[config.mk]
export PLATFORM = sky130hd
export DESIGN_NAME = slbm_ctrl
export DESIGN_NICKNAME = d
export VERILOG_FILES = /design/src/hdl/slbm_pkg.sv /design/src/hdl/slbm_ctrl.sv
export SDC_FILE = /design/constraint.sdc
export NUM_CORES = 1
export LEC_CHECK = 0
export ABC_AREA = 1
export BUFFER_PORTS_ARGS = -buffer_cell sky130_fd_sc_hd__buf_4
export CAP_MARGIN = 30
export CORE_AREA = 3 3 40 42
export CTS_BUF_LIST = sky130_fd_sc_hd__clkbuf_8
export DETAILED_ROUTE_END_ITERATION = 8
export DIE_AREA = 0 0 43 45
export SYNTH_ARGS = -nofsm -noshare
export SYNTH_HDL_FRONTEND = slang
export SYNTH_SLANG_ARGS = --single-unit
[constraint.sdc]
create_clock -name clk_i -period 1.6 [get_ports clk_i]
set_clock_uncertainty 0.05 [all_clocks]
set_input_delay 0.32 -clock clk_i [delete_from_list [all_inputs] [get_ports clk_i]]
set_output_delay 0.32 -clock clk_i [all_outputs]
set_load 0.01 [all_outputs]
[src/hdl/slbm_pkg.sv]
// Shared types, constants and codes for the segment latency budget monitor.
`default_nettype none

package slbm_pkg;

  localparam int unsigned TRACKED_SEGMENTS = 32;
  localparam int unsigned IDX_W = (TRACKED_SEGMENTS > 1) ? $clog2(TRACKED_SEGMENTS) : 1;
  localparam int unsigned CNT_W = $clog2(TRACKED_SEGMENTS + 1);
  localparam int unsigned SUM_W = CNT_W + 1;

  localparam int unsigned ACT_W      = 3;
  localparam int unsigned ID_W       = 32;
  localparam int unsigned TS_W       = 64;
  localparam int unsigned BUD_W      = 31;
  localparam int unsigned STAGE_W    = 2;
  localparam int unsigned CFG_IDX_W  = 3;
  localparam int unsigned IN_DATA_W  = 96;
  localparam int unsigned OUT_DATA_W = 64;

  typedef logic [IDX_W-1:0] slot_t;
  typedef logic [CNT_W-1:0] cnt_t;
  typedef logic [SUM_W-1:0] sum_t;
  typedef logic [BUD_W-1:0] budget_t;
  typedef logic [TS_W-1:0]  stamp_t;

  localparam budget_t BUD_MAX = {BUD_W{1'b1}};

  typedef enum logic [ACT_W-1:0] {
    ACT_LOCK        = 3'd0,
    ACT_ASR_START   = 3'd1,
    ACT_ASR_END     = 3'd2,
    ACT_LLM_START   = 3'd3,
    ACT_FIRST_TOKEN = 3'd4,
    ACT_TTS_START   = 3'd5,
    ACT_FIRST_AUDIO = 3'd6
  } action_e;

  typedef enum logic [STAGE_W-1:0] {
    STAGE_ASR = 2'd0,
    STAGE_LLM = 2'd1,
    STAGE_TTS = 2'd2,
    STAGE_E2E = 2'd3
  } stage_e;

  typedef enum logic [CFG_IDX_W-1:0] {
    REG_ASR_BUDGET      = 3'd0,
    REG_LLM_BUDGET      = 3'd1,
    REG_TTS_BUDGET      = 3'd2,
    REG_E2E_NORMAL      = 3'd3,
    REG_E2E_THROTTLE    = 3'd4,
    REG_THROTTLE_MODE   = 3'd5
  } cfg_reg_e;

  typedef enum logic [2:0] {
    ST_IDLE,
    ST_MATCH,
    ST_EXEC,
    ST_CHECK,
    ST_EMIT0,
    ST_EMIT1
  } state_e;

  typedef struct packed {
    logic capture;
    logic match;
    logic exec;
    logic read;
    logic check;
    logic load0;
    logic load1;
  } dp_cmd_t;

  typedef struct packed {
    logic [ACT_W-1:0] action;
    logic             hit;
    logic             fire0;
    logic             fire1;
    logic             out_free;
  } dp_status_t;

endpackage

`default_nettype wire

[src/hdl/slbm_ctrl.sv]
// Sequencing state machine: accept, match, execute, check and emit warnings.
`default_nettype none

module slbm_ctrl (
  input  wire                  clk_i,
  input  wire                  rst_ni,
  input  wire                  in_valid_i,
  output logic                 in_ready_o,
  input  slbm_pkg::dp_status_t status_i,
  output slbm_pkg::dp_cmd_t    cmd_o
);
  import slbm_pkg::*;

  state_e state_q, state_d;
  logic   is_end;

  assign is_end = (status_i.action == ACT_ASR_END) ||
                  (status_i.action == ACT_FIRST_TOKEN) ||
                  (status_i.action == ACT_FIRST_AUDIO);

  always_ff @(posedge clk_i or negedge rst_ni) begin
    if (!rst_ni) begin
      state_q <= ST_IDLE;
    end else begin
      state_q <= state_d;
    end
  end

  always_comb begin
    state_d    = state_q;
    cmd_o      = '0;
    in_ready_o = 1'b0;
    case (state_q)
      ST_IDLE: begin
        in_ready_o = 1'b1;
        if (in_valid_i) begin
          cmd_o.capture = 1'b1;
          state_d       = ST_MATCH;
        end
      end
      ST_MATCH: begin
        cmd_o.match = 1'b1;
        state_d     = ST_EXEC;
      end
      ST_EXEC: begin
        cmd_o.exec = 1'b1;
        if (is_end && status_i.hit) begin
          cmd_o.read = 1'b1;
          state_d    = ST_CHECK;
        end else begin
          state_d = ST_IDLE;
        end
      end
      ST_CHECK: begin
        cmd_o.check = 1'b1;
        state_d     = ST_EMIT0;
      end
      ST_EMIT0: begin
        // hold until the output register frees up
        if (!status_i.fire0) begin
          state_d = ST_EMIT1;
        end else if (status_i.out_free) begin
          cmd_o.load0 = 1'b1;
          state_d     = ST_EMIT1;
        end
      end
      ST_EMIT1: begin
        if (!status_i.fire1) begin
          state_d = ST_IDLE;
        end else if (status_i.out_free) begin
          cmd_o.load1 = 1'b1;
          state_d     = ST_IDLE;
        end
      end
      default: begin
        state_d = ST_IDLE;
      end
    endcase
  end

endmodule

`default_nettype wire

==> results.yml <==
setup_path:
  cp.arrival_ns: 1.16
  r2r_cells: 6
  r2r_slack_ns: 0.41
  cp-start-kind: "register"
  reg2reg_from: "state_q[1]"
  worst_r2r_endpoint: "state_q[0]"
  worst-setup-path-type: "register to output pin"
  path_max_fanout: 9
  setup.worst_path.end_class: "output pin"
  worstPathRequired_ns: 1.23
grt:
  grt_pass1_wl_mm: 1.03
  grt_max_degree: 10
  antenna_found_initial: 0
  grt-ovfl-total: 0
  grt_pass1_vias: 262
  grt.total_usage_pct: 7.35
logic_synthesis:
  synthArstFlopShare_pct: 100
  syn_inst: 44
  synthTopCellsByArea: "dfrtp_1 (29%), nand2_1 (16%), inv_1 (12%), nor2_1 (10%), nand3_1 (7.8%)"
  syn_avg_cell_area_um2: 5.86
  synth_top_family_by_area: "simple AND/OR/NAND/NOR gates"
  synth_enable_flop_cells: 0
  synthFlopType: "dfrtp_1"
  synthSimpleGateAreaFrac_pct: 50.0
  synth_xor_area_share_pct: 0
  ys_seq_area_share_pct: 29.1
  synth_nets: 54
  yosysWarnings: 0
  synth_cell_types: 12
  ys_top_cells_by_count: "nand2_1 (11), inv_1 (8), nor2_1 (7)"
  yosysTopAreaCell: "dfrtp_1"
  ys_seq_elements: 3
  yosysMostFrequentCell: "nand2_1"
  synth.area.mux_share_pct: 0
  syn_area_um2: 258
  synthAdderAreaFrac_pct: 0
  synth_compound_area_share_pct: 1.94
  netlist.area_leader.share_pct: 29.1
finish:
  syn2layout_area_growth_pct: 77.2
  multi_input_area_um2: 141
  seq_area_um2: 76.3
  largest_register: "state_q"
  fillCellCount: 142
  largest_reg_flops: 3
  fin_nets: 76
  biggestRegsByFlops: "state_q: 3 flops"
  n_antenna_cell: 0
  drive_gt1_share_pct: 43.1
timing:
  tightest_slew_ns: 0.223
  rsz0062_at_grt: "true"
  drv_slew: 0
  setup_violations: 0
  hold_viol: 0
  period_minus_slack_ns: 1.53
  whs_ns: 0.340
  period_share_pct: 95.7
  max_freq_ghz: 0.653
  tns_ns: 0
  slew_headroom_pct: 85.0
run_status:
  status: "completed"
power:
  p_leak_nw: 0.269
  powerDensity_mw_per_mm2: 1720
  peakVddDrop_mv: 0.608
place:
  io_buffers: 17
  dp_hpwl_um: 558
  routabilityCongestion: 0.736
detailed_routing:
  drtIter0Drc: 5
  routed_wl_um: 666
  drc_errors: 0
  route.vias.total: 320
  viasPerCell: 4.00
  ant_nets: 0
  dr.pass1.iters: 4
  wire_per_inst_um: 8.33
clock_tree:
  cts.path.max_buffers: 2
  root_buffer: "clkbuf_8"
  clkTransAtPathRegs_ns: 0.03
  cts_buffers: 3
  cts_tree: "yes"
  insertion_delay_ns: 0.21
  cts_max_level: 1
  cts_sinks: 3
flow_run:
  cap_viol_max_count: 0
hold_path:
  hold_path.startpoint: "status_i[1]"
  hold_end: "state_q[0]"
  holdPathStages: 3
  hold_path_class: "input pin to register"
floorplan:
  die_y_um: 45
  coreArea_mm2: 0.00128
  initial_core_util_pct: 20.1
  io-pin-count: 18
  die_area_mm2: 0.00194
  core.rowCount: 13
  die_x_um: 43
[area by class of cell]
class                           count  share of cell area, %
Clock buffer                        3                   9.04
Clock inverter                      1                  0.822
Inverter                           10                   8.22
Multi-Input combinational cell     30                   31.0
Sequential cell                     3                   16.7
Tap cell                           15                   4.11
Timing Repair Buffer               18                   30.1
[power breakdown]
| part | switching (mW) | total, mW | internal (mW) |
|---|---|---|---|
| Sequential | 0.0662 | 0.182 | 0.115 |
| Combinational | 0.213 | 0.395 | 0.182 |
| Clock | 0.0439 | 0.207 | 0.163 |
| Total | 0.323 | 0.783 | 0.460 |
[per-layer routing]
metal  track usage [%]  part of all wire [%]  vias up
met2              10.8                    51        8
met5                 0                     0        -
li1                  -                     -      175
met4              5.42                     0        0
met3              2.79                   6.3        0
met1              8.74                    43      137
[cells by family after synthesis]
| group | after synthesis |
|---|---|
| compound gates | 1 |
| simple gates | 29 |
| buf+inv | 11 |
| flops | 3 |
[layout by cell type, fill, tap and decap left out]
cell type	netlist	final
nand3_1	4	4
dlygate4sd3_1	0	1
nor3_2	0	1
dfrtp_1	3	2
o21ai_0	1	1
nand4_1	1	1
nand2_1	11	11
inv_2	2	2
dfrtp_2	0	1
inv_1	8	9
nor2_2	3	4
nor2_1	7	6
buf_4	0	17
or2_1	1	1
clkbuf_8	0	3
nor3_1	2	1
[repair_timing]
item / CTS / global route
setup endpoints to repair: 0 / 3
hold buffers: 1 / 0
resized for setup: 0 / 3
endpoints found under the hold margin: 3 / 0
setup buffers: 0 / 0
[per-stage QoR]
stage          instance area, µm²  setup slack [ns]  utilization (%)  power (mW)  cells
6_report                      457            0.0681             35.5       0.783     80
2_1_floorplan                 258             0.359                -       0.425     44
5_1_grt                       457          -0.00429             35.5       0.851     80
4_1_cts                       448            0.0101             34.9       0.781     80
3_3_place_gp                  393             0.216             30.6       0.558     75
3_5_place_dp                  393             0.240             30.6       0.565     75
[critical path: stages, from the launching register on]
cell	delay, ns
dfrtp_2	0.46
nor2_1	0.12
nand3_1	0.12
nor2_2	0.12
buf_4	0.13
[worst max-delay path by stage]
stage | from | cells past startpoint | slack [ns] | endpoint
6_report | state_q[2] | 4 | 0.07 | cmd_o[3]
5_1_grt | state_q[2] | 4 | -0.004 | cmd_o[3]
4_1_cts | state_q[2] | 4 | 0.01 | cmd_o[3]
3_5_place_dp | state_q[2] | 4 | 0.24 | cmd_o[3]
3_3_place_gp | state_q[2] | 4 | 0.22 | cmd_o[3]
2_1_floorplan | state_q[0] | 3 | 0.36 | cmd_o[6]
Note: power is estimated with default switching activity, not from simulation.
